<file path="src/sv/drlkr_pkg.sv">
// shared constants, types and the control program of the dual-role layer key remapper
package drlkr_pkg;

  localparam int FIFO_DEPTH = 8;
  localparam int CODE_COUNT = 256;

  localparam int CODE_W  = 8;
  localparam int VAL_W   = 2;
  localparam int OP_W    = 2;
  localparam int CODE_AW = (CODE_COUNT > 1) ? $clog2(CODE_COUNT) : 1;
  localparam int FIFO_AW = (FIFO_DEPTH > 1) ? $clog2(FIFO_DEPTH) : 1;
  localparam int CNT_W   = $clog2(FIFO_DEPTH + 1);
  localparam int STEP_W  = 5;
  localparam int CFG_AW  = 3;
  localparam int CFG_DW  = 32;

  // register index, taken from the word address bits of paddr
  localparam logic [CFG_AW-3:0] REG_LAYER_KEY = '0;

  // input opcodes
  localparam logic [OP_W-1:0] OP_KEY   = 2'd0;
  localparam logic [OP_W-1:0] OP_REMAP = 2'd1;
  localparam logic [OP_W-1:0] OP_LAYER = 2'd2;
  localparam logic [OP_W-1:0] OP_MOD   = 2'd3;

  // layer key modes
  localparam logic [1:0] MODE_IDLE   = 2'd0;
  localparam logic [1:0] MODE_HELD   = 2'd1;
  localparam logic [1:0] MODE_DELAY  = 2'd2;
  localparam logic [1:0] MODE_MAPPED = 2'd3;

  // sequencing kinds
  localparam logic [2:0] SQ_NEXT   = 3'd0;
  localparam logic [2:0] SQ_JUMP   = 3'd1;
  localparam logic [2:0] SQ_JIF    = 3'd2;
  localparam logic [2:0] SQ_DISP   = 3'd3;
  localparam logic [2:0] SQ_ACCEPT = 3'd4;
  localparam logic [2:0] SQ_END    = 3'd5;

  // jump conditions
  localparam logic [1:0] C_TBL     = 2'd0;
  localparam logic [1:0] C_SENT    = 2'd1;
  localparam logic [1:0] C_NO_SEND = 2'd2;
  localparam logic [1:0] C_COUNT_Z = 2'd3;

  // emitted code sources
  localparam logic [2:0] CS_CODE  = 3'd0;
  localparam logic [2:0] CS_REMAP = 3'd1;
  localparam logic [2:0] CS_LAYER = 3'd2;
  localparam logic [2:0] CS_LKEY  = 3'd3;
  localparam logic [2:0] CS_FIFO  = 3'd4;

  // emitted value sources
  localparam logic [1:0] VS_IN   = 2'd0;
  localparam logic [1:0] VS_ONE  = 2'd1;
  localparam logic [1:0] VS_ZERO = 2'd2;

  // pending queue operations
  localparam logic [1:0] FO_NONE  = 2'd0;
  localparam logic [1:0] FO_PUSH  = 2'd1;
  localparam logic [1:0] FO_POP   = 2'd2;
  localparam logic [1:0] FO_CLEAR = 2'd3;

  // program addresses
  localparam logic [STEP_W-1:0] S_IDLE  = STEP_W'(0);
  localparam logic [STEP_W-1:0] S_LOOK  = STEP_W'(1);
  localparam logic [STEP_W-1:0] S_DISP  = STEP_W'(2);
  localparam logic [STEP_W-1:0] S_END   = STEP_W'(3);
  localparam logic [STEP_W-1:0] S_WR    = STEP_W'(4);
  localparam logic [STEP_W-1:0] S_REMAP = STEP_W'(5);
  localparam logic [STEP_W-1:0] S_ENTER = STEP_W'(6);
  localparam logic [STEP_W-1:0] S_PASS  = STEP_W'(7);
  localparam logic [STEP_W-1:0] S_HLK0  = STEP_W'(8);
  localparam logic [STEP_W-1:0] S_HLK1  = STEP_W'(9);
  localparam logic [STEP_W-1:0] S_HLK2  = STEP_W'(10);
  localparam logic [STEP_W-1:0] S_HMD   = STEP_W'(11);
  localparam logic [STEP_W-1:0] S_HUM0  = STEP_W'(12);
  localparam logic [STEP_W-1:0] S_HUM1  = STEP_W'(13);
  localparam logic [STEP_W-1:0] S_DLK0  = STEP_W'(14);
  localparam logic [STEP_W-1:0] S_DLK1  = STEP_W'(15);
  localparam logic [STEP_W-1:0] S_DLK2  = STEP_W'(16);
  localparam logic [STEP_W-1:0] S_DLK3  = STEP_W'(17);
  localparam logic [STEP_W-1:0] S_DMD0  = STEP_W'(18);
  localparam logic [STEP_W-1:0] S_DMD1  = STEP_W'(19);
  localparam logic [STEP_W-1:0] S_DMD2  = STEP_W'(20);
  localparam logic [STEP_W-1:0] S_LQV   = STEP_W'(21);
  localparam logic [STEP_W-1:0] S_DMU0  = STEP_W'(22);
  localparam logic [STEP_W-1:0] S_DMU1  = STEP_W'(23);
  localparam logic [STEP_W-1:0] S_DMU2  = STEP_W'(24);
  localparam logic [STEP_W-1:0] S_DUM   = STEP_W'(25);
  localparam logic [STEP_W-1:0] S_MLK0  = STEP_W'(26);
  localparam logic [STEP_W-1:0] S_MLK1  = STEP_W'(27);

  typedef struct packed {
    logic [2:0]        seq;
    logic [1:0]        cond;
    logic [STEP_W-1:0] target;
    logic              emit;
    logic [2:0]        code_src;
    logic [1:0]        val_src;
    logic [1:0]        fifo_op;
    logic              mode_we;
    logic [1:0]        mode_val;
    logic              sent_set;
    logic              sent_clr;
    logic              rd_head;
    logic              tbl_we;
  } ctrl_t;

  typedef struct packed {
    logic       table_op;
    logic       remap_nz;
    logic       is_layer;
    logic       down;
    logic       mapped;
    logic       is_mod;
    logic [1:0] mode;
    logic       sent;
    logic       count_zero;
    logic       out_block;
  } stat_t;

  function automatic logic code_ok(input logic [CODE_W-1:0] code);
    return 32'(code) < 32'(CODE_COUNT);
  endfunction

  function automatic logic [CODE_AW-1:0] code_addr(input logic [CODE_W-1:0] code);
    logic [CODE_W+CODE_AW-1:0] ext;
    ext = (CODE_W + CODE_AW)'(code);
    return ext[CODE_AW-1:0];
  endfunction

  // control store: one word per step
  function automatic ctrl_t ucode(input logic [STEP_W-1:0] step);
    ctrl_t w;
    w = '0;
    unique case (step)
      S_IDLE: w.seq = SQ_ACCEPT;
      S_LOOK: begin
        w.seq = SQ_JIF; w.cond = C_TBL; w.target = S_WR;
      end
      S_DISP: w.seq = SQ_DISP;
      S_END:  w.seq = SQ_END;
      S_WR: begin
        w.tbl_we = 1'b1; w.seq = SQ_JUMP; w.target = S_END;
      end
      S_REMAP: begin
        w.emit = 1'b1; w.code_src = CS_REMAP; w.val_src = VS_IN;
        w.seq = SQ_JUMP; w.target = S_END;
      end
      S_ENTER: begin
        w.mode_we = 1'b1; w.mode_val = MODE_HELD; w.sent_clr = 1'b1;
        w.fifo_op = FO_CLEAR; w.seq = SQ_JUMP; w.target = S_END;
      end
      S_PASS: begin
        w.emit = 1'b1; w.code_src = CS_CODE; w.val_src = VS_IN;
        w.seq = SQ_JUMP; w.target = S_END;
      end
      S_HLK0: begin
        w.mode_we = 1'b1; w.mode_val = MODE_IDLE;
        w.seq = SQ_JIF; w.cond = C_SENT; w.target = S_HLK2;
      end
      S_HLK1: begin
        w.emit = 1'b1; w.code_src = CS_LKEY; w.val_src = VS_ONE;
      end
      S_HLK2: begin
        w.emit = 1'b1; w.code_src = CS_LKEY; w.val_src = VS_ZERO;
        w.seq = SQ_JUMP; w.target = S_END;
      end
      S_HMD: begin
        w.mode_we = 1'b1; w.mode_val = MODE_DELAY; w.fifo_op = FO_PUSH;
        w.seq = SQ_JUMP; w.target = S_END;
      end
      S_HUM0: begin
        w.seq = SQ_JIF; w.cond = C_NO_SEND; w.target = S_PASS;
      end
      S_HUM1: begin
        w.emit = 1'b1; w.code_src = CS_LKEY; w.val_src = VS_ONE; w.sent_set = 1'b1;
        w.seq = SQ_JUMP; w.target = S_PASS;
      end
      S_DLK0: begin
        w.mode_we = 1'b1; w.mode_val = MODE_IDLE;
        w.seq = SQ_JIF; w.cond = C_SENT; w.target = S_DLK2;
      end
      S_DLK1: begin
        w.emit = 1'b1; w.code_src = CS_LKEY; w.val_src = VS_ONE;
      end
      S_DLK2: begin
        w.seq = SQ_JIF; w.cond = C_COUNT_Z; w.target = S_HLK2;
      end
      S_DLK3: begin
        w.emit = 1'b1; w.code_src = CS_FIFO; w.val_src = VS_ONE; w.fifo_op = FO_POP;
        w.seq = SQ_JUMP; w.target = S_DLK2;
      end
      S_DMD0: begin
        w.mode_we = 1'b1; w.mode_val = MODE_MAPPED; w.rd_head = 1'b1;
        w.seq = SQ_JIF; w.cond = C_COUNT_Z; w.target = S_DMD2;
      end
      S_DMD1: begin
        w.emit = 1'b1; w.code_src = CS_LAYER; w.val_src = VS_ONE;
      end
      S_DMD2: w.fifo_op = FO_PUSH;
      S_LQV: begin
        w.emit = 1'b1; w.code_src = CS_LAYER; w.val_src = VS_IN;
        w.seq = SQ_JUMP; w.target = S_END;
      end
      S_DMU0: begin
        w.mode_we = 1'b1; w.mode_val = MODE_MAPPED; w.rd_head = 1'b1;
        w.seq = SQ_JIF; w.cond = C_COUNT_Z; w.target = S_DMU2;
      end
      S_DMU1: begin
        w.emit = 1'b1; w.code_src = CS_LAYER; w.val_src = VS_ONE; w.fifo_op = FO_POP;
        w.seq = SQ_JUMP; w.target = S_DMU0;
      end
      S_DMU2: begin
        w.seq = SQ_JUMP; w.target = S_LQV;
      end
      S_DUM: begin
        w.mode_we = 1'b1; w.mode_val = MODE_MAPPED;
        w.emit = 1'b1; w.code_src = CS_CODE; w.val_src = VS_IN;
        w.seq = SQ_JUMP; w.target = S_END;
      end
      S_MLK0: begin
        w.mode_we = 1'b1; w.mode_val = MODE_IDLE; w.rd_head = 1'b1;
        w.seq = SQ_JIF; w.cond = C_COUNT_Z; w.target = S_END;
      end
      S_MLK1: begin
        w.emit = 1'b1; w.code_src = CS_LAYER; w.val_src = VS_ZERO; w.fifo_op = FO_POP;
        w.seq = SQ_JUMP; w.target = S_MLK0;
      end
      default: begin
        w.seq = SQ_JUMP; w.target = S_IDLE;
      end
    endcase
    return w;
  endfunction

endpackage

</file>
<file path="src/sv/drlkr_dp.sv">
// datapath: latched event, mode state, pending queue, hold stage and output register
module drlkr_dp import drlkr_pkg::*; (
  input  logic              clk,
  input  logic              rst_n,
  input  logic [OP_W-1:0]   in_opcode,
  input  logic [CODE_W-1:0] in_key_code,
  input  logic [VAL_W-1:0]  in_key_value,
  input  logic [CODE_W-1:0] in_table_data,
  input  logic              accept,
  input  logic              advance,
  input  ctrl_t             ctrl,
  input  logic [CODE_W-1:0] layer_key,
  input  logic [CODE_W-1:0] remap_q,
  input  logic [CODE_W-1:0] layer_q,
  input  logic              mod_q,
  output logic              rd_en,
  output logic [CODE_W-1:0] rd_code,
  output logic              wr_en,
  output logic [OP_W-1:0]   wr_op,
  output logic [CODE_W-1:0] wr_code,
  output logic [CODE_W-1:0] wr_data,
  output stat_t             stat,
  input  logic              out_stall,
  output logic              out_valid,
  output logic [CODE_W-1:0] out_code,
  output logic [VAL_W-1:0]  out_value,
  output logic              out_last
);

  localparam int SUM_W = CNT_W + 1;

  logic [OP_W-1:0]    op_r;
  logic [CODE_W-1:0]  code_r;
  logic [VAL_W-1:0]   val_r;
  logic [CODE_W-1:0]  data_r;
  logic [1:0]         mode_r;
  logic [1:0]         mode_nxt;
  logic               sent_r;
  logic               sent_nxt;
  logic [CODE_W-1:0]  fifo_r [FIFO_DEPTH];
  logic [FIFO_AW-1:0] head_r;
  logic [FIFO_AW-1:0] head_nxt;
  logic [FIFO_AW-1:0] head_inc;
  logic [CNT_W-1:0]   count_r;
  logic [CNT_W-1:0]   count_nxt;
  logic [SUM_W-1:0]   wr_sum;
  logic [SUM_W-1:0]   wr_wrap;
  logic [FIFO_AW-1:0] wr_idx;
  logic               full;
  logic               push_en;
  logic [CODE_W-1:0]  head_code;
  logic               hold_v_r;
  logic               hold_v_nxt;
  logic [CODE_W-1:0]  hold_code_r;
  logic [VAL_W-1:0]   hold_val_r;
  logic [CODE_W-1:0]  emit_code;
  logic [VAL_W-1:0]   emit_val;
  logic               do_emit;
  logic               do_end;
  logic               load_out;
  logic               out_valid_r;
  logic               out_valid_nxt;
  logic [CODE_W-1:0]  out_code_r;
  logic [VAL_W-1:0]   out_value_r;
  logic               out_last_r;

  always_ff @(posedge clk) begin
    if (accept) begin
      op_r   <= in_opcode;
      code_r <= in_key_code;
      val_r  <= in_key_value;
      data_r <= in_table_data;
    end
  end

  assign head_code = fifo_r[head_r];

  // table port
  assign rd_en   = advance;
  assign rd_code = ctrl.rd_head ? head_code : code_r;
  assign wr_en   = advance && ctrl.tbl_we;
  assign wr_op   = op_r;
  assign wr_code = code_r;
  assign wr_data = data_r;

  // pending queue, circular over its depth
  assign full     = (count_r == CNT_W'(FIFO_DEPTH));
  assign push_en  = advance && (ctrl.fifo_op == FO_PUSH) && (val_r != '0) && !full;
  assign wr_sum   = SUM_W'(head_r) + SUM_W'(count_r);
  assign wr_wrap  = (wr_sum >= SUM_W'(FIFO_DEPTH)) ? wr_sum - SUM_W'(FIFO_DEPTH) : wr_sum;
  assign wr_idx   = wr_wrap[FIFO_AW-1:0];
  assign head_inc = (head_r == FIFO_AW'(FIFO_DEPTH - 1)) ? '0 : head_r + 1'b1;

  always_comb begin
    head_nxt  = head_r;
    count_nxt = count_r;
    case (ctrl.fifo_op)
      FO_PUSH: begin
        if (push_en) count_nxt = count_r + 1'b1;
      end
      FO_POP: begin
        if (advance) begin
          head_nxt  = head_inc;
          count_nxt = count_r - 1'b1;
        end
      end
      FO_CLEAR: begin
        if (advance) begin
          head_nxt  = '0;
          count_nxt = '0;
        end
      end
      default: ;
    endcase
  end

  always_ff @(posedge clk) begin
    if (push_en) begin
      fifo_r[wr_idx] <= code_r;
    end
  end

  always_comb begin
    mode_nxt = mode_r;
    sent_nxt = sent_r;
    if (advance && ctrl.mode_we) mode_nxt = ctrl.mode_val;
    if (advance && ctrl.sent_set) sent_nxt = 1'b1;
    if (advance && ctrl.sent_clr) sent_nxt = 1'b0;
  end

  always_ff @(posedge clk) begin
    if (!rst_n) begin
      mode_r  <= MODE_IDLE;
      sent_r  <= 1'b0;
      head_r  <= '0;
      count_r <= '0;
    end else begin
      mode_r  <= mode_nxt;
      sent_r  <= sent_nxt;
      head_r  <= head_nxt;
      count_r <= count_nxt;
    end
  end

  always_comb begin
    case (ctrl.code_src)
      CS_CODE:  emit_code = code_r;
      CS_REMAP: emit_code = remap_q;
      CS_LAYER: emit_code = layer_q;
      CS_LKEY:  emit_code = layer_key;
      CS_FIFO:  emit_code = head_code;
      default:  emit_code = code_r;
    endcase
    case (ctrl.val_src)
      VS_IN:   emit_val = val_r;
      VS_ONE:  emit_val = VAL_W'(1);
      VS_ZERO: emit_val = '0;
      default: emit_val = val_r;
    endcase
  end

  // one result is held back so the end step can mark it last
  assign do_emit  = advance && ctrl.emit;
  assign do_end   = advance && (ctrl.seq == SQ_END);
  assign load_out = (do_emit || do_end) && hold_v_r;

  always_comb begin
    hold_v_nxt = hold_v_r;
    if (do_emit) hold_v_nxt = 1'b1;
    else if (do_end) hold_v_nxt = 1'b0;
    out_valid_nxt = out_valid_r;
    if (load_out) out_valid_nxt = 1'b1;
    else if (!out_stall) out_valid_nxt = 1'b0;
  end

  always_ff @(posedge clk) begin
    if (!rst_n) begin
      hold_v_r    <= 1'b0;
      out_valid_r <= 1'b0;
    end else begin
      hold_v_r    <= hold_v_nxt;
      out_valid_r <= out_valid_nxt;
    end
  end

  always_ff @(posedge clk) begin
    if (do_emit) begin
      hold_code_r <= emit_code;
      hold_val_r  <= emit_val;
    end
    if (load_out) begin
      out_code_r  <= hold_code_r;
      out_value_r <= hold_val_r;
      out_last_r  <= do_end;
    end
  end

  assign out_valid = out_valid_r;
  assign out_code  = out_code_r;
  assign out_value = out_value_r;
  assign out_last  = out_last_r;

  assign stat.table_op   = (op_r != OP_KEY);
  assign stat.remap_nz   = (remap_q != '0);
  assign stat.is_layer   = (code_r == layer_key);
  assign stat.down       = (val_r != '0);
  assign stat.mapped     = (layer_q != '0);
  assign stat.is_mod     = mod_q;
  assign stat.mode       = mode_r;
  assign stat.sent       = sent_r;
  assign stat.count_zero = (count_r == '0);
  assign stat.out_block  = hold_v_r && out_valid_r && out_stall;

endmodule

</file>
<file path="config.mk">
export PLATFORM = sky130hd
export DESIGN_NAME = drlkr_dp
export DESIGN_NICKNAME = d
export VERILOG_FILES = /design/src/sv/drlkr_pkg.sv /design/src/sv/drlkr_dp.sv
export SDC_FILE = /design/constraint.sdc
export NUM_CORES = 1
export LEC_CHECK = 0
export BUFFER_PORTS_ARGS = -buffer_cell sky130_fd_sc_hd__buf_2
export CAP_MARGIN = 15
export CORE_UTILIZATION = 30
export CTS_CLUSTER_DIAMETER = 100
export DETAILED_ROUTE_END_ITERATION = 6
export GPL_TIMING_DRIVEN = 0
export PLACE_DENSITY = 0.5
export SLEW_MARGIN = 25
export SYNTH_ARGS = -nofsm -noshare
export SYNTH_HDL_FRONTEND = slang
export SYNTH_SLANG_ARGS = --single-unit
</file>
<file path="constraint.sdc">
create_clock -name clk -period 4.7 [get_ports clk]
set_input_delay 0.94 -clock clk [delete_from_list [all_inputs] [get_ports clk]]
set_output_delay 0.94 -clock clk [all_outputs]
set_load 0.01 [all_outputs]
</file>
After elaboration in Yosys (flattened, before gate mapping)

Memories as Yosys holds them, arrays and structs flattened. A register that Yosys moved wholly into a read port is not among the register bits.
Index checks and enable logic that the tools add are counted.

Flip-flop bits (word level): 53
RAM bits: 64
Memories: 1

Memory list:

| memory | depth | bits a word | rd ports | clocked after Yosys merged registers in | write ports | RTL line       | RTL |
|---|---|---|---|---|---|---|---|
| fifo_r | 8     | 8           | 1        | 1                                       | 1           | drlkr_dp.sv:40 | `logic [CODE_W-1:0] fifo_r [FIFO_DEPTH];` |

$add $sub $neg: 5
$lt $le $gt $ge: 1
Equal/unequal tests: 17
Muxes and demuxes: 20
Bitwise gates (word level): 1
Reduce and logical (&&, ||, !) cells: 25

Operator list:

| operator              | number |
|---|---|
| $pmux W8 S4           | 1 |
| $mux W3               | 6 |
| $reduce_bool A8 Y1    | 2 |
| $logic_and A1 B1 Y1   | 12 |
| $mux W4               | 3 |
| $pmux W4 S3           | 1 |
| $eq A3 B3 Y1 const B  | 3 |
| $eq A8 B8 Y1          | 1 |
| $mux W8               | 1 |
| $reduce_bool A2 Y1    | 4 |
| $eq A2 B2 Y1 const B  | 3 |
| $eq A3 B2 Y1 const B  | 2 |
| $mux W1               | 6 |
| $ne A2 B2 Y1 const B  | 3 |
| $pmux W3 S2           | 1 |
| $add A3 B4 Y5         | 1 |
| $ge A5 B4 Y1 const B  | 1 |
| $add A4 B1 Y4 const B | 1 |
| $eq A2 B1 Y1 const B  | 2 |
| $eq A4 B4 Y1 const B  | 1 |
| $logic_not A4 Y1      | 1 |
| $pmux W2 S2           | 1 |
| $reduce_and A4 Y1     | 1 |
| $sub A4 B1 Y4 const B | 1 |
| other kinds (10)      | 10 |

Depth between registers and ports, before layout

Word-level depth: 6
Gate-level depth with buffers: 7

Least setup slack after synthesis

No wires, ideal clock.

Path type: input port to output port
From: in ctrl[1] (netlist bit)
To: out rd_code[6]
Arrival time: 1690 ps
Path slack: 2070 ps
Stages: 4
Buffers on the path: 2
Cells stage by stage: buf_1 -> clkbuf_1 -> nor2_1 -> a21oi_1

Word-level cells in the longest chain between the ends: 1

Ends and longest elaborated chain:

| item            | RTL line       | RTL |
|---|---|---|
| start, declared | drlkr_dp.sv:11 | `input ctrl_t ctrl,` |
| $mux W8         | drlkr_dp.sv:80 | `assign rd_code = ctrl.rd_head ? head_code : code_r;` |
| end, declared   | drlkr_dp.sv:17 | `output logic [CODE_W-1:0] rd_code,` |

Every way passes these cells.

==> impl_metrics.ini <==
[setup_path]
end_kind = output port
r2r_setup_slack_ps = 1730
regToRegEndpoint = fifo_r[4][4]
cp_data_arrival_time_ps = 2580
critPathKind = reg2out
rr_worst_depth = 7
cp.required_ps = 3760
r2r-start = count_r[0]
cp-start-kind = flip-flop
crit_path_max_fanout = 10

[synth]
synth-edff-count = 105
seq_area_frac_synth_pct = 67.01
muxShareOfSynthArea_pct = 10.71
synth-xor-area-share_pct = 1.869
synth_compound_area_share_pct = 7.356
synth-simple-area-share_pct = 8.303
yosys_register_bits = 120
synthesis.area_sq_um = 5154
synthDistinctLibCells = 48
synthFlopType = edfxtp_1
synth_top_family_by_area = multiplexers
ys_async_sr_fraction_pct = 0
yosys.area_share.adder_pct = 1.845
synth_cells = 339
synth-warning-count = 0
postSynthAreaPerCell_sq_um = 15.20
synth_nets = 421

[layout]
drive_above_1_share_pct = 38.97
final_core_util_pct = 39.57
antenna_cells = 0
final_area_sq_um = 6609
num-nets-final = 554
fillers = 1612
areaGrowthSynthToFinish_pct = 28.24
final_cells = 705

[sta]
setup_viol = 0
finalMaxSlewViolations = 0
rsz0062_at_grt = no
fin_worst_skew_ps = 7.815
final.period_utilization_pct = 74.91
holdWs_ps = 414.2
fmax_ghz = 0.2840
tightestPinTransition_ps = 873.5
min_period_ps = 3521
finalHoldViolCount = 0
tns_ps = 0
slew_headroom_pct = 41.55

[drt]
first_iter_violations = 205
drc = 0
drtAntennaViolNets = 0
wl_per_cell_um = 17.12
vias_per_cell = 4.794
drtPass1Iterations = 4
wl_mm = 12.07
vias = 3380

[cts]
cts_resized = 0
cts_sinks = 120
htree_levels = 4
clock_latency_ps = 400
cts-root-buf = clkbuf_16
clock_path_buffers = 2
clkTransAtPathRegs_ps = 60
postCtsSetupRepairBufs = 0
cts_tree = done
ctsHoldBuffers = 0
numCtsBuffers = 17

[die]
die_y_um = 133.1
start_util_pct = 30.86
rows = 47
die_area_sq_um = 17710
coreArea_sq_um = 16700
io_pins = 126
die_w_um = 133.1

[power_and_ir_drop]
irDropWorstVdd_mv = 0.2667
power.density_nw_per_um2 = 407.0
p_leak_uw = 0.002356

[grt]
grtUsageTotal_pct = 14.17
grt-ovfl-total = 0
grt_first_pass_wirelength_mm = 18.60
grt_max_degree = 21
first_global_vias = 3486
antenna_found_initial = 0

[hold_path]
hp-class = reg2reg
hold_path_end = out_code[2]
hold_start = hold_code_r[2]
hold_depth = 0

[outcome]
outcome = completed

[placement]
place_area_sq_um = 6030
dp.cells = 673
gp_congestion = 0.7839
port_buffers = 112
hpwl_mm = 8.669

[flow_run]
drv_cap = 0
[through the flow]
| stage | total power (uW) | setup WS (ps) |
|---|---|---|
| CTS | 2724 | 1161 |
| finish | 2690 | 1179 |
| detailed placement | 1459 | 1612 |
| global placement | 1452 | 1413 |
| floorplan | 1355 | 2070 |
| global route | 2787 | 1050 |
[layer usage]
metal / up-vias / part of all wire [%] / GRT usage (%)
met2: 105 / 50 / 22.95
met3: 6 / 5.7 / 4.368
met5: - / 0 / 0
met4: 0 / 0.56 / 4.406
li1: 1594 / - / -
met1: 1675 / 44 / 18.08
[how the worst max path moves through the flow]
stage | startpoint | to | slack, ps | depth (start not counted)
global placement | ctrl[8] | fifo_r[5][2] | 1410 | 5
finish | flip-flop | rd_code[5] | 1180 | 6
global route | flip-flop | rd_code[6] | 1050 | 6
detailed placement | flip-flop | rd_code[5] | 1610 | 6
CTS | flip-flop | rd_code[5] | 1160 | 6
floorplan | ctrl[1] | rd_code[6] | 2070 | 4
[cells in the mapped netlist, types with 2 or more instances]
master	count	share of area [%]
a211oi_1	10	1.5
a21oi_1	23	2.2
a221oi_1	8	1.4
a31oi_1	2	0.24
and2_1	3	0.36
and4b_1	2	0.39
buf_1	7	0.51
buf_2	2	0.19
buf_4	4	0.58
clkbuf_1	8	0.58
dfxtp_1	15	5.8
edfxtp_1	105	61
ha_1	6	1.5
inv_1	10	0.73
mux2_2	9	2.0
mux2i_1	9	1.7
mux4_2	16	7.0
nand2_1	8	0.58
nand2b_1	9	1.1
nand3_1	3	0.29
nand4_1	2	0.24
nor2_1	18	1.3
nor2b_1	2	0.24
nor3_1	12	1.2
nor3b_1	5	0.73
nor4_1	5	0.61
o21ai_0	5	0.49
or2_2	2	0.24
xnor2_1	10	1.7
[cells in the final DEF (no fill, tap or decap), types with 9 or more instances in the layout]
master and n:
dfxtp_1 15, a211oi_1 10, buf_2 114, mux2_2 9
mux4_2 16, inv_1 10, nand2b_1 9, edfxtp_1 105
a21oi_1 23, xnor2_1 10, clkbuf_16 17, nor2_1 18
nor3_1 10, mux2i_1 9
[power by group]
part	leakage [uW]	internal [uW]	total, uW	switching [uW]
clock	0.000275	780	1260	475
combinational	0.000990	91.8	201	109
sequential	0.00109	1200	1230	34.5
total	0.00236	2070	2690	619
[state kept, by name, indices dropped and copies added, names as in the netlist, 2 cells and up, named ones only]
signal and count:
count_r 4, val_r 2, out_code 8, mode_r 2, hold_val_r 2, fifo_r 64
wr_code 8, out_value 2, head_r 3, wr_data 8, hold_code_r 8, wr_op 2
[worst max-delay path, cell delays in order (launching register included)]
cell      delay [ps]
dfxtp_1          300
clkbuf_2         220
buf_1            550
mux4_2           420
mux2i_1          360
a21oi_1          160
buf_2            170
[cells by family (layout without fill, tap and decap cells)]
kind of cell	count (synthesis)	after routing
compound gates	57	57
xor+xnor	11	11
fa+ha+maj	7	7
buf+inv	33	179
flops	120	120
mux	34	34
simple gates	77	77
[cell type report]
type                    count  area [sq um]  share of cell area, %
flip-flops and latches    120          3453                  52.25
multi-input cells         186          1575                  23.84
repair buffers            114         575.6                  8.709
clock buffers              17         425.4                  6.437
well taps                 220         275.3                  4.165
clock inverters            15         153.9                  2.329
plain buffers              23         112.6                  1.704
inverters                  10         37.54                 0.5680
No activity file was read; power rests on OpenSTA's default activity.
