===== src/sv/drlkr_pkg.sv =====
// shared constants, types and the control program of the dual-role layer key remapper
package drlkr_pkg;

  localparam int FIFO_DEPTH = 8;
  localparam int CODE_COUNT = 256;

  localparam int CODE_W  = 8;
  localparam int VAL_W   = 2;
  localparam int OP_W    = 2;
  localparam int CODE_AW = (CODE_COUNT > 1) ? $clog2(CODE_COUNT) : 1;
  localparam int FIFO_AW = (FIFO_DEPTH > 1) ? $clog2(FIFO_DEPTH) : 1;
  localparam int CNT_W   = $clog2(FIFO_DEPTH + 1);
  localparam int STEP_W  = 5;
  localparam int CFG_AW  = 3;
  localparam int CFG_DW  = 32;

  // register index, taken from the word address bits of paddr
  localparam logic [CFG_AW-3:0] REG_LAYER_KEY = '0;

  // input opcodes
  localparam logic [OP_W-1:0] OP_KEY   = 2'd0;
  localparam logic [OP_W-1:0] OP_REMAP = 2'd1;
  localparam logic [OP_W-1:0] OP_LAYER = 2'd2;
  localparam logic [OP_W-1:0] OP_MOD   = 2'd3;

  // layer key modes
  localparam logic [1:0] MODE_IDLE   = 2'd0;
  localparam logic [1:0] MODE_HELD   = 2'd1;
  localparam logic [1:0] MODE_DELAY  = 2'd2;
  localparam logic [1:0] MODE_MAPPED = 2'd3;

  // sequencing kinds
  localparam logic [2:0] SQ_NEXT   = 3'd0;
  localparam logic [2:0] SQ_JUMP   = 3'd1;
  localparam logic [2:0] SQ_JIF    = 3'd2;
  localparam logic [2:0] SQ_DISP   = 3'd3;
  localparam logic [2:0] SQ_ACCEPT = 3'd4;
  localparam logic [2:0] SQ_END    = 3'd5;

  // jump conditions
  localparam logic [1:0] C_TBL     = 2'd0;
  localparam logic [1:0] C_SENT    = 2'd1;
  localparam logic [1:0] C_NO_SEND = 2'd2;
  localparam logic [1:0] C_COUNT_Z = 2'd3;

  // emitted code sources
  localparam logic [2:0] CS_CODE  = 3'd0;
  localparam logic [2:0] CS_REMAP = 3'd1;
  localparam logic [2:0] CS_LAYER = 3'd2;
  localparam logic [2:0] CS_LKEY  = 3'd3;
  localparam logic [2:0] CS_FIFO  = 3'd4;

  // emitted value sources
  localparam logic [1:0] VS_IN   = 2'd0;
  localparam logic [1:0] VS_ONE  = 2'd1;
  localparam logic [1:0] VS_ZERO = 2'd2;

  // pending queue operations
  localparam logic [1:0] FO_NONE  = 2'd0;
  localparam logic [1:0] FO_PUSH  = 2'd1;
  localparam logic [1:0] FO_POP   = 2'd2;
  localparam logic [1:0] FO_CLEAR = 2'd3;

  // program addresses
  localparam logic [STEP_W-1:0] S_IDLE  = STEP_W'(0);
  localparam logic [STEP_W-1:0] S_LOOK  = STEP_W'(1);
  localparam logic [STEP_W-1:0] S_DISP  = STEP_W'(2);
  localparam logic [STEP_W-1:0] S_END   = STEP_W'(3);
  localparam logic [STEP_W-1:0] S_WR    = STEP_W'(4);
  localparam logic [STEP_W-1:0] S_REMAP = STEP_W'(5);
  localparam logic [STEP_W-1:0] S_ENTER = STEP_W'(6);
  localparam logic [STEP_W-1:0] S_PASS  = STEP_W'(7);
  localparam logic [STEP_W-1:0] S_HLK0  = STEP_W'(8);
  localparam logic [STEP_W-1:0] S_HLK1  = STEP_W'(9);
  localparam logic [STEP_W-1:0] S_HLK2  = STEP_W'(10);
  localparam logic [STEP_W-1:0] S_HMD   = STEP_W'(11);
  localparam logic [STEP_W-1:0] S_HUM0  = STEP_W'(12);
  localparam logic [STEP_W-1:0] S_HUM1  = STEP_W'(13);
  localparam logic [STEP_W-1:0] S_DLK0  = STEP_W'(14);
  localparam logic [STEP_W-1:0] S_DLK1  = STEP_W'(15);
  localparam logic [STEP_W-1:0] S_DLK2  = STEP_W'(16);
  localparam logic [STEP_W-1:0] S_DLK3  = STEP_W'(17);
  localparam logic [STEP_W-1:0] S_DMD0  = STEP_W'(18);
  localparam logic [STEP_W-1:0] S_DMD1  = STEP_W'(19);
  localparam logic [STEP_W-1:0] S_DMD2  = STEP_W'(20);
  localparam logic [STEP_W-1:0] S_LQV   = STEP_W'(21);
  localparam logic [STEP_W-1:0] S_DMU0  = STEP_W'(22);
  localparam logic [STEP_W-1:0] S_DMU1  = STEP_W'(23);
  localparam logic [STEP_W-1:0] S_DMU2  = STEP_W'(24);
  localparam logic [STEP_W-1:0] S_DUM   = STEP_W'(25);
  localparam logic [STEP_W-1:0] S_MLK0  = STEP_W'(26);
  localparam logic [STEP_W-1:0] S_MLK1  = STEP_W'(27);

  typedef struct packed {
    logic [2:0]        seq;
    logic [1:0]        cond;
    logic [STEP_W-1:0] target;
    logic              emit;
    logic [2:0]        code_src;
    logic [1:0]        val_src;
    logic [1:0]        fifo_op;
    logic              mode_we;
    logic [1:0]        mode_val;
    logic              sent_set;
    logic              sent_clr;
    logic              rd_head;
    logic              tbl_we;
  } ctrl_t;

  typedef struct packed {
    logic       table_op;
    logic       remap_nz;
    logic       is_layer;
    logic       down;
    logic       mapped;
    logic       is_mod;
    logic [1:0] mode;
    logic       sent;
    logic       count_zero;
    logic       out_block;
  } stat_t;

  function automatic logic code_ok(input logic [CODE_W-1:0] code);
    return 32'(code) < 32'(CODE_COUNT);
  endfunction

  function automatic logic [CODE_AW-1:0] code_addr(input logic [CODE_W-1:0] code);
    logic [CODE_W+CODE_AW-1:0] ext;
    ext = (CODE_W + CODE_AW)'(code);
    return ext[CODE_AW-1:0];
  endfunction

  // control store: one word per step
  function automatic ctrl_t ucode(input logic [STEP_W-1:0] step);
    ctrl_t w;
    w = '0;
    unique case (step)
      S_IDLE: w.seq = SQ_ACCEPT;
      S_LOOK: begin
        w.seq = SQ_JIF; w.cond = C_TBL; w.target = S_WR;
      end
      S_DISP: w.seq = SQ_DISP;
      S_END:  w.seq = SQ_END;
      S_WR: begin
        w.tbl_we = 1'b1; w.seq = SQ_JUMP; w.target = S_END;
      end
      S_REMAP: begin
        w.emit = 1'b1; w.code_src = CS_REMAP; w.val_src = VS_IN;
        w.seq = SQ_JUMP; w.target = S_END;
      end
      S_ENTER: begin
        w.mode_we = 1'b1; w.mode_val = MODE_HELD; w.sent_clr = 1'b1;
        w.fifo_op = FO_CLEAR; w.seq = SQ_JUMP; w.target = S_END;
      end
      S_PASS: begin
        w.emit = 1'b1; w.code_src = CS_CODE; w.val_src = VS_IN;
        w.seq = SQ_JUMP; w.target = S_END;
      end
      S_HLK0: begin
        w.mode_we = 1'b1; w.mode_val = MODE_IDLE;
        w.seq = SQ_JIF; w.cond = C_SENT; w.target = S_HLK2;
      end
      S_HLK1: begin
        w.emit = 1'b1; w.code_src = CS_LKEY; w.val_src = VS_ONE;
      end
      S_HLK2: begin
        w.emit = 1'b1; w.code_src = CS_LKEY; w.val_src = VS_ZERO;
        w.seq = SQ_JUMP; w.target = S_END;
      end
      S_HMD: begin
        w.mode_we = 1'b1; w.mode_val = MODE_DELAY; w.fifo_op = FO_PUSH;
        w.seq = SQ_JUMP; w.target = S_END;
      end
      S_HUM0: begin
        w.seq = SQ_JIF; w.cond = C_NO_SEND; w.target = S_PASS;
      end
      S_HUM1: begin
        w.emit = 1'b1; w.code_src = CS_LKEY; w.val_src = VS_ONE; w.sent_set = 1'b1;
        w.seq = SQ_JUMP; w.target = S_PASS;
      end
      S_DLK0: begin
        w.mode_we = 1'b1; w.mode_val = MODE_IDLE;
        w.seq = SQ_JIF; w.cond = C_SENT; w.target = S_DLK2;
      end
      S_DLK1: begin
        w.emit = 1'b1; w.code_src = CS_LKEY; w.val_src = VS_ONE;
      end
      S_DLK2: begin
        w.seq = SQ_JIF; w.cond = C_COUNT_Z; w.target = S_HLK2;
      end
      S_DLK3: begin
        w.emit = 1'b1; w.code_src = CS_FIFO; w.val_src = VS_ONE; w.fifo_op = FO_POP;
        w.seq = SQ_JUMP; w.target = S_DLK2;
      end
      S_DMD0: begin
        w.mode_we = 1'b1; w.mode_val = MODE_MAPPED; w.rd_head = 1'b1;
        w.seq = SQ_JIF; w.cond = C_COUNT_Z; w.target = S_DMD2;
      end
      S_DMD1: begin
        w.emit = 1'b1; w.code_src = CS_LAYER; w.val_src = VS_ONE;
      end
      S_DMD2: w.fifo_op = FO_PUSH;
      S_LQV: begin
        w.emit = 1'b1; w.code_src = CS_LAYER; w.val_src = VS_IN;
        w.seq = SQ_JUMP; w.target = S_END;
      end
      S_DMU0: begin
        w.mode_we = 1'b1; w.mode_val = MODE_MAPPED; w.rd_head = 1'b1;
        w.seq = SQ_JIF; w.cond = C_COUNT_Z; w.target = S_DMU2;
      end
      S_DMU1: begin
        w.emit = 1'b1; w.code_src = CS_LAYER; w.val_src = VS_ONE; w.fifo_op = FO_POP;
        w.seq = SQ_JUMP; w.target = S_DMU0;
      end
      S_DMU2: begin
        w.seq = SQ_JUMP; w.target = S_LQV;
      end
      S_DUM: begin
        w.mode_we = 1'b1; w.mode_val = MODE_MAPPED;
        w.emit = 1'b1; w.code_src = CS_CODE; w.val_src = VS_IN;
        w.seq = SQ_JUMP; w.target = S_END;
      end
      S_MLK0: begin
        w.mode_we = 1'b1; w.mode_val = MODE_IDLE; w.rd_head = 1'b1;
        w.seq = SQ_JIF; w.cond = C_COUNT_Z; w.target = S_END;
      end
      S_MLK1: begin
        w.emit = 1'b1; w.code_src = CS_LAYER; w.val_src = VS_ZERO; w.fifo_op = FO_POP;
        w.seq = SQ_JUMP; w.target = S_MLK0;
      end
      default: begin
        w.seq = SQ_JUMP; w.target = S_IDLE;
      end
    endcase
    return w;
  endfunction

endpackage


===== src/sv/drlkr_seq.sv =====
// microprogram sequencer: step counter, control store, jumps and dispatch
module drlkr_seq import drlkr_pkg::*; (
  input  logic  clk,
  input  logic  rst_n,
  input  logic  in_valid,
  input  logic  busy,
  input  stat_t stat,
  output ctrl_t ctrl,
  output logic  advance,
  output logic  accept,
  output logic  in_stall
);

  logic [STEP_W-1:0] step_r;
  logic [STEP_W-1:0] step_nxt;
  logic [STEP_W-1:0] step_inc;
  logic [STEP_W-1:0] disp;
  logic              cond_hit;
  logic              blocked;

  assign ctrl     = ucode(step_r);
  assign step_inc = step_r + 1'b1;

  always_comb begin
    case (ctrl.cond)
      C_TBL:     cond_hit = stat.table_op;
      C_SENT:    cond_hit = stat.sent;
      C_NO_SEND: cond_hit = !(!stat.is_mod && stat.down && !stat.sent);
      C_COUNT_Z: cond_hit = stat.count_zero;
      default:   cond_hit = 1'b0;
    endcase
  end

  // entry point by remap hit, mode and key class
  always_comb begin
    if (stat.remap_nz) begin
      disp = S_REMAP;
    end else begin
      unique case (stat.mode)
        MODE_IDLE: disp = (stat.is_layer && stat.down) ? S_ENTER : S_PASS;
        MODE_HELD: begin
          if (stat.is_layer)    disp = stat.down ? S_END : S_HLK0;
          else if (stat.mapped) disp = stat.down ? S_HMD : S_PASS;
          else                  disp = S_HUM0;
        end
        MODE_DELAY: begin
          if (stat.is_layer)    disp = stat.down ? S_END : S_DLK0;
          else if (stat.mapped) disp = stat.down ? S_DMD0 : S_DMU0;
          else                  disp = S_DUM;
        end
        MODE_MAPPED: begin
          if (stat.is_layer)    disp = stat.down ? S_END : S_MLK0;
          else if (stat.mapped) disp = S_DMD2;
          else                  disp = S_PASS;
        end
        default: disp = S_END;
      endcase
    end
  end

  assign blocked  = (ctrl.emit || (ctrl.seq == SQ_END)) && stat.out_block;
  assign in_stall = (ctrl.seq != SQ_ACCEPT) || busy;
  assign accept   = (ctrl.seq == SQ_ACCEPT) && in_valid && !busy;
  assign advance  = (ctrl.seq == SQ_ACCEPT) ? (in_valid && !busy) : !blocked;

  always_comb begin
    unique case (ctrl.seq)
      SQ_NEXT:   step_nxt = step_inc;
      SQ_JUMP:   step_nxt = ctrl.target;
      SQ_JIF:    step_nxt = cond_hit ? ctrl.target : step_inc;
      SQ_DISP:   step_nxt = disp;
      SQ_ACCEPT: step_nxt = step_inc;
      SQ_END:    step_nxt = S_IDLE;
      default:   step_nxt = S_IDLE;
    endcase
  end

  always_ff @(posedge clk) begin
    if (!rst_n) begin
      step_r <= S_IDLE;
    end else if (advance) begin
      step_r <= step_nxt;
    end
  end

endmodule


===== config.mk =====
export PLATFORM = sky130hd
export DESIGN_NAME = drlkr_seq
export DESIGN_NICKNAME = d
export VERILOG_FILES = /design/src/sv/drlkr_pkg.sv /design/src/sv/drlkr_seq.sv
export SDC_FILE = /design/constraint.sdc
export NUM_CORES = 1
export LEC_CHECK = 0
export BUFFER_PORTS_ARGS = -buffer_cell sky130_fd_sc_hd__buf_2
export CAP_MARGIN = 10
export CELL_PAD_IN_SITES_DETAIL_PLACEMENT = 0
export CELL_PAD_IN_SITES_GLOBAL_PLACEMENT = 2
export CORE_UTILIZATION = 26
export CTS_BUF_LIST = sky130_fd_sc_hd__clkbuf_4
export DETAILED_ROUTE_END_ITERATION = 12
export PLACE_DENSITY = 0.91
export SYNTH_ARGS = -nofsm -noshare
export SYNTH_HDL_FRONTEND = slang
export SYNTH_SLANG_ARGS = --single-unit

===== constraint.sdc =====
create_clock -name clk -period 2.4 [get_ports clk]
set_input_delay 0.24 -clock clk [delete_from_list [all_inputs] [get_ports clk]]
set_output_delay 0.24 -clock clk [all_outputs]
set_load 0.02 [all_outputs]

## After elaboration in Yosys (flattened, before gate mapping)

Cells that the tools add are included.

- Reduce and logical (&&, ||, !) cells: 35
- Mux-type cells: 28
- Add/sub/neg operators: 1
- Equality and inequality tests: 39

Operators with widths:

| operator | number |
|---|---|
| equality test 5 bit, second input constant | 12 |
| one-hot mux 5 bit (10 select lines) | 1 |
| one-hot mux 6 bit (8 select lines) | 1 |
| equality test 5 x 4 -> 1 bit, second input constant | 8 |
| one-hot mux 5 bit (4 select lines) | 2 |
| two-way mux 5 bit | 6 |
| two-way mux 4 bit | 6 |
| equality test 5 x 3 -> 1 bit, second input constant | 4 |
| OR reduction 2 bit | 8 |
| one-hot mux 3 bit (5 select lines) | 1 |
| OR reduction 3 bit | 5 |
| one-hot mux 2 bit (3 select lines) | 2 |
| one-hot mux 3 bit (4 select lines) | 1 |
| equality test 5 x 2 -> 1 bit, second input constant | 2 |
| OR reduction 9 bit | 1 |
| equality test 2 bit, second input constant | 4 |
| OR reduction 4 bit | 2 |
| OR reduction 8 bit | 1 |
| logical AND 1 bit | 7 |
| equality test 3 x 2 -> 1 bit, second input constant | 2 |
| equality test 3 bit, second input constant | 2 |
| two-way mux 1 bit | 6 |
| adder 5 x 1 -> 5 bit, second input constant | 1 |
| equality test 5 x 1 -> 1 bit, second input constant | 1 |
| 10 further kinds | 17 |

- Output and inout port bits: 28
- Logic and storage cells: 104
- Input port bits: 15
- Register bits after elaboration: 5

## Depth between registers and ports, before layout

Gate-level depths: netlist of run 1.

- Depth after elaboration: 8
- Depth in mapped cells: 13

## Least setup slack after synthesis of run 1

Ideal clock, no wire load.

- Path type: reg2reg
- Start point: register step_r[3]
- End point: register step_r[3]
- Buffers on the path: 4
- Library setup time: 64 ps
- Data required time: 2336 ps
- Arrival: 2458 ps
- Stages on the path, launching flop included: 14
- Slack: -122 ps
- Path through: dfxtp_1 buf_2 buf_4 buf_2 buf_1 nand2_1 nor2_1 ha_1 a21oi_1 o21ai_1 o211ai_2 nand3_1 or4_1 nand3_1

- Cells in the longest elaborated chain, start to end: 8
- Elaborated cells on any way between the ends: 62

Ends and longest elaborated chain:

| element | line | RTL |
|---|---|---|
| from (decl) | drlkr_seq.sv:14 | `logic [STEP_W-1:0] step_r;` |
| from (signal assigned) | drlkr_seq.sv:82 | `step_r <= step_nxt;` |
| parallel branches: the longest is 8 deep, another holds equality test 5 bit | -- |  |

Parallel ways; which one is timed is not known.
A chain may end at the register's enable or synchronous reset.

## Worst setup path after layout of run 1

- Start point: register step_r[0]
- End point: register step_r[3]

The elaborated chain is that of the path after synthesis.

==> metrics.csv, run 1 <==
metric,value,unit
# rows,27,
failing checks,setup timing,
Detailed Place HPWL,4135,um
Max-Cap Viols,0,
Max Clk Rate,415.8,MHz
Final WS setup,-0.004898,ns
Post-Synthesis Cell Area,1511,um^2
first-pass GRT wire length,8286,um
number of flip-flops in the largest register,5,
crit path capture,step_r[3],
die area,6122,um^2
Longest Clk Path Bufs,2,
status,"finished, violations left",
vias in the first global route,1700,
later-pin clock latency in the skew report,0.24,ns
Rel. slew slack,0.7244,
cts hold-fix bufs,0,
post-synthesis async set-or-reset flop share,0,
placer's final routability congestion estimate,0.8854,
Tcrit/Tclk final,1.002,
Worst EP arrival,2.58,ns
initial antenna violation count,0,
slowest CP cell,or4_1,
cells after synthesis,231,
Layout area overhead,41.64,%
fin. max-slew vios,0,
Slew @ Worst Pin,0.4091,ns
drt wl/cell,14.23,um
Leak Pwr,0.9653,nW
I/O pins,43,
# fillers,627,
Syn Nets,251,
ys flop type,dfxtp_1,
Vias/cell,5.278,
Worst Reg-to-Reg Cells,10,
CORE AREA,5540,um^2
internal reg-to-reg setup slack,-0.005,ns
Worst path depth,10,
Vias,1953,
Final Critical Period,2.405,ns
total gr overflow,0,
layout cells sized above 1,0.4228,
initial DRC count,145,
Avg Inst Size Synth,6.543,um^2
final wirelength,5264,um
Worst Setup SP,step_r[0],
clock tree from TritonCTS,done,
#FFs+latches synth,5,
Die Wd,78.25,um
largest net degree at the start of global routing,16,
dpl ws,-0.01993,ns
unrepaired setup endpoints after global routing,yes,
Vert. Die Dim,78.25,um
Synth Warn #,0,
Final #Nets,319,
Clock Tree Root,clkbuf_4,
CTS H-tree lvls,1,
largest delay contributor family on the critical path,simple AND/OR/NAND/NOR gates,
"Max FO, Critical Path",8,
count of cell types in the netlist,70,
VDD IR max,0.3945,mV
gr usage total,0.1663,
Ant. Diodes,0,
max incr delay on CP,0.53,ns
Power Dens Cells,824.0,nW/um^2
# clock sinks,5,
top flop regs,step_r x5,
Initial Utilization,0.2728,
Final Core Density,0.3864,
Worst-path clk slew,0.04,ns
Hold Path Class,in -> reg,
final setup vio count,2,
terminus of the critical flop-to-flop path,step_r[3],
FF-to-FF Start,step_r[0],
CP bufs+invs,2,
post-synthesis sequential area ratio,0.06623,
I/O Buffers,42,
Reg with most FFs,step_r,
CP required,2.57,ns
Max Clock Skew,0.004820,ns
Worst setup EP type,register,
Finished Layout Cells,370,
drt drc,0,
Worst setup SP type,register,
Most common cell on crit path,buf_4,
remaining antenna violation count after routing,0,
cts bufs inserted,3,
critical path cell sequence,buf_4 -> ha_2 -> nor2b_1 -> o21ai_1 -> o21ai_2 -> buf_4 -> o31ai_4 -> nand3_2 -> or4_1 -> nand3_1,
Final Hold Viols,0,
Inst Count DP,361,
Post-synth EDFFs,0,
DRT Pass-1 Iters,4,
WS Path Type,reg -> reg,
[power by group]
group	switching [mW]	internal, mW
Combinational	0.854	0.674
Sequential	0.0245	0.104
Clock	0.0336	0.0741
[cell families (layout without fill, tap and decap cells)]
family	count (synthesis)	after routing	synth area share
compound gates	92	92	0.4338
xor+xnor	2	2	0.01159
fa+ha+maj	5	5	0.04139
buf+inv	30	97	0.09850
flops	5	5	0.06623
mux	4	4	0.02815
simple gates	93	93	0.3204
[worst register-to-register path, stage by stage (launching register included)]
cell and delay, ns:
dfxtp_2 0.32, buf_4 0.15, ha_2 0.24, nor2b_1 0.17, o21ai_1 0.18, o21ai_2 0.12
buf_4 0.16, o31ai_4 0.27, nand3_2 0.11, or4_1 0.53, nand3_1 0.09
[metrics by stage]
stage | area (um^2) | setup TNS, ns | hold WS (ns) | total power [mW]
floorplan | 1533 | 0 | 0.4159 | 1.091
detailed placement | 1983 | -0.01993 | 0.6127 | 1.478
CTS | 2061 | -0.02320 | 0.4055 | 1.660
global placement | 1983 | 0 | 0.6014 | 1.473
finish | 2141 | -0.007966 | 0.4102 | 1.764
global route | 2141 | -0.3329 | 0.4398 | 1.917
[worst min path at each step]
stage | from | end | slack, ns | depth (start not counted)
final | stat[9] | step_r[2] | 0.41 | 4
after detailed placement | step_r[1] | step_r[1] | 0.61 | 2
after floorplan | rst_n | step_r[4] | 0.42 | 2
after global placement | step_r[1] | step_r[1] | 0.60 | 2
after CTS | stat[9] | step_r[2] | 0.41 | 4
after global routing | stat[9] | step_r[2] | 0.44 | 4
[routing by layer]
layer	share of wire	track usage
met5	0	0
met4	0	0.03148
met3	0.045	0.02791
met2	0.49	0.2781
met1	0.46	0.2237
[synth_stat cells, types with 6 or more instances]
library cell | n | share of area
o21ai_0 | 17 | 0.056
a21oi_1 | 19 | 0.063
nand2_1 | 29 | 0.072
nor2b_1 | 8 | 0.033
clkbuf_1 | 6 | 0.015
nor2_1 | 21 | 0.052
buf_2 | 7 | 0.023
inv_1 | 10 | 0.025
a22oi_1 | 6 | 0.030
[placed cells by master (no fill, tap or decap), drive strengths merged, types with 3 or more instances in the layout]
| master | instances |
|---|---|
| nor3 | 5 |
| a21oi | 19 |
| nand2 | 30 |
| buf | 81 |
| o31ai | 5 |
| ha | 5 |
| nor2 | 21 |
| a22oi | 7 |
| a211oi | 3 |
| and2 | 3 |
| nand2b | 7 |
| dfxtp | 5 |
| a31oi | 4 |
| nor2b | 8 |
| nand3 | 5 |
| o21ai | 23 |
| clkbuf | 4 |
| o22ai | 4 |
| inv | 11 |
| a21o | 5 |
[layout make-up]
cell class / count / area, um^2 / area share
Timing Repair Buffer: 81 / 505.5 / 0.2361
Multi-Input combinational cell: 196 / 1356 / 0.6335
Tap cell: 72 / 90.09 / 0.04208
Inverter: 12 / 50.05 / 0.02338
Clock buffer: 4 / 30.03 / 0.01403
Sequential cell: 5 / 108.9 / 0.05085
[what timing repair did]
item | 4_1_cts | 5_1_grt
pin swaps | 1 | 2
gates resized for setup | 14 | 10
endpoints found under the hold margin | 0 | 0
buffers inserted | 0 | 5
endpoints found under the setup margin | 6 | 10
Note: power is estimated with default switching activity, not from simulation.
==> run 2, diff against run 1 <==
==> config.mk (replaced) <==
export PLATFORM = sky130hd
export DESIGN_NAME = drlkr_seq
export DESIGN_NICKNAME = d
export VERILOG_FILES = /design/src/sv/drlkr_pkg.sv /design/src/sv/drlkr_seq.sv
export SDC_FILE = /design/constraint.sdc
export NUM_CORES = 1
export LEC_CHECK = 0
export BUFFER_PORTS_ARGS = -buffer_cell sky130_fd_sc_hd__buf_2
export CAP_MARGIN = 15
export CORE_UTILIZATION = 45
export CTS_BUF_LIST = sky130_fd_sc_hd__clkbuf_4
export DETAILED_ROUTE_END_ITERATION = 12
export PLACE_DENSITY = 0.82
export SYNTH_ARGS = -nofsm -noshare
export SYNTH_HDL_FRONTEND = slang
export SYNTH_SLANG_ARGS = --single-unit
==> constraint.sdc (replaced) <==
create_clock -name clk -period 3 [get_ports clk]
set_input_delay 0.3 -clock clk [delete_from_list [all_inputs] [get_ports clk]]
set_output_delay 0.3 -clock clk [all_outputs]
set_load 0.02 [all_outputs]
==> run 2 against run 1 <==
Compared with the run above: the run now ends clean; via count fell by 4.8%; global-route usage up 8.5 points; sequential power fell by 20%; sequential share of layout area is 0.50 points higher; register-to-register slack better by 0.45 ns; hold slack improved by 0.028 ns; worst setup slack better by 0.23 ns; largest cell class unchanged.
==> metrics.csv, run 2 (synthesis gave the netlist of run 1 again) <==
metric,value,unit,change
Placed Area,1758,um^2,-11%
drt drc,0,,unchanged
Final Hold Viols,0,,unchanged
"Max FO, Critical Path",11,,+3
fin. max-slew vios,0,,unchanged
Worst Reg-to-Reg Cells,8,,-2
crit path capture,advance,,
cts hold-fix bufs,0,,unchanged
Max Clk Rate,360.5,MHz,
final wirelength,4409,um,-16%
drt wl/cell,14.13,um,-0.67%
cts bufs inserted,3,,unchanged
Worst-path clk slew,0.05,ns,about the same
clock tree from TritonCTS,done,,
Worst EP arrival,2.47,ns,-0.11 ns
Worst Setup SP,step_r[4],,
gr usage total,0.2516,,+0.08523
Slew @ Worst Pin,0.5209,ns,+0.1118 ns
CTS H-tree lvls,1,,unchanged
Tcrit/Tclk final,0.9246,,
first-pass GRT wire length,7044,um,-15%
Rel. slew slack,0.6506,,-0.07371
slowest CP cell,dfxtp_1,,
Final #Nets,289,,-9.4%
Max Clock Skew,0.006119,ns,+0.001299 ns
Longest Clk Path Bufs,2,,unchanged
post-route cell area,1793,um^2,-16%
setup TNS,0,ns,+0.007966 ns
I/O pins,43,,unchanged
# clock sinks,5,,unchanged
Final Critical Period,2.774,ns,
status,"finished, final reports clean",,
"most common cell after layout, fill and taps aside",buf_2,,
largest net degree at the start of global routing,20,,+4
Vias/cell,5.958,,+13%
vias in the first global route,1546,,-9.1%
VDD IR max,0.4850,mV,+23%
total gr overflow,0,,unchanged
placer's final routability congestion estimate,0.9573,,+8.1%
critical path cell sequence,buf_4 -> and2b_4 -> a22oi_4 -> nand2_2 -> or3_1 -> nand2_1 -> nor2_1 -> a21oi_1 -> buf_2,,
Die Wd,59.96,um,-23%
CORE AREA,3128,um^2,-44%
"commonest cells after routing, fill and taps aside","42 x buf_2, 29 x nand2_1, 21 x nor2_1, 19 x a21oi_1, 17 x o21ai_0",,
FF-to-FF Start,step_r[4],,
unrepaired setup endpoints after global routing,no,,
Hold Path Class,in -> reg,,
# rows,20,,-26%
Max-Cap Viols,0,,unchanged
Power Dens Cells,658.8,nW/um^2,-20%
Reg with most FFs,step_r,,
Clock Tree Root,clkbuf_4,,
Vias,1859,,-4.8%
Vert. Die Dim,59.96,um,-23%
Initial Utilization,0.4832,,+0.2104
max incr delay on CP,0.59,ns,+0.06 ns
final setup vio count,0,,-2
later-pin clock latency in the skew report,0.25,ns,about the same
terminus of the critical flop-to-flop path,step_r[3],,
number of flip-flops in the largest register,5,,unchanged
Worst setup EP type,output pin,,
Leak Pwr,0.8022,nW,-17%
CP required,2.70,ns,+0.13 ns
Layout area overhead,18.63,%,
I/O Buffers,42,,unchanged
DRT Pass-1 Iters,5,,+1
internal reg-to-reg setup slack,0.45,ns,+0.45 ns
Worst setup SP type,register,,
initial DRC count,101,,-30%
Detailed Place HPWL,3388,um,-18%
WS Path Type,reg -> out,,
Ant. Diodes,0,,unchanged
layout cells sized above 1,0.2873,,-0.1355
initial antenna violation count,0,,unchanged
die area,3595,um^2,-41%
Hold Startpoint,stat[9],,
remaining antenna violation count after routing,0,,unchanged
top flop regs,step_r x5,,
==> run 2: worst min path at each step <==
stage,slack [ns],depth (start not counted),endpoint
6_report,0.44,4,step_r[2]
5_1_grt,0.47,4,step_r[2]
4_1_cts,0.43,4,step_r[2]
3_5_place_dp,0.61,2,step_r[1]
3_3_place_gp,0.58,2,step_r[0]
2_1_floorplan,0.50,2,step_r[4]
==> run 2: cell type report <==
type                       count  area, um^2
clock buffer                   4       30.03
inverter                      12       50.05
fill                         322        1335
multi-input combinational    196        1267
timing repair buffer          51       290.3
sequential                     5       100.1
tap                           44       55.05
==> run 2: stage by stage <==
| step | util | worst slack, ns | std cells | total power, mW | hold slack, ns |
|---|---|---|---|---|---|
| after floorplan | - | 0.4780 | 231 | 0.8668 | 0.5018 |
| after global placement | 0.5620 | 0.4513 | 308 | 1.052 | 0.5819 |
| after detailed placement | 0.5620 | 0.3800 | 308 | 1.068 | 0.6057 |
| after CTS | 0.5716 | 0.1334 | 312 | 1.162 | 0.4342 |
| after global routing | 0.5732 | 0.07912 | 312 | 1.277 | 0.4709 |
| final | 0.5732 | 0.2261 | 312 | 1.181 | 0.4387 |
==> run 2: report_power, final <==
group          internal (mW)  leakage (nW)  total (mW)  switching [mW]
combinational          0.384         0.743       0.988           0.604
clock                 0.0595        0.0184      0.0901          0.0306
sequential            0.0794        0.0405       0.103          0.0241
==> run 2: what timing repair did <==
action | 4_1_cts | 5_1_grt
setup buffers | 0 | 0
gates resized for setup | 0 | 2
endpoints found under the setup margin | 0 | 1
==> run 2: worst max-delay path, delay by kind of cell, from the launching register on <==
| family | cells | cell delay [ns] |
|---|---|---|
| AOI/OAI and AO/OA | 2 | 0.27 |
| buffers and inverters | 2 | 0.45 |
| and+or+nand+nor | 5 | 0.91 |
| DFF | 1 | 0.59 |
==> run 2: metal layers <==
layer	wire length, um	track usage
met5	0	0
met3	271	0.04329
met4	54	0.05316
met1	2008	0.3463
met2	2074	0.4079
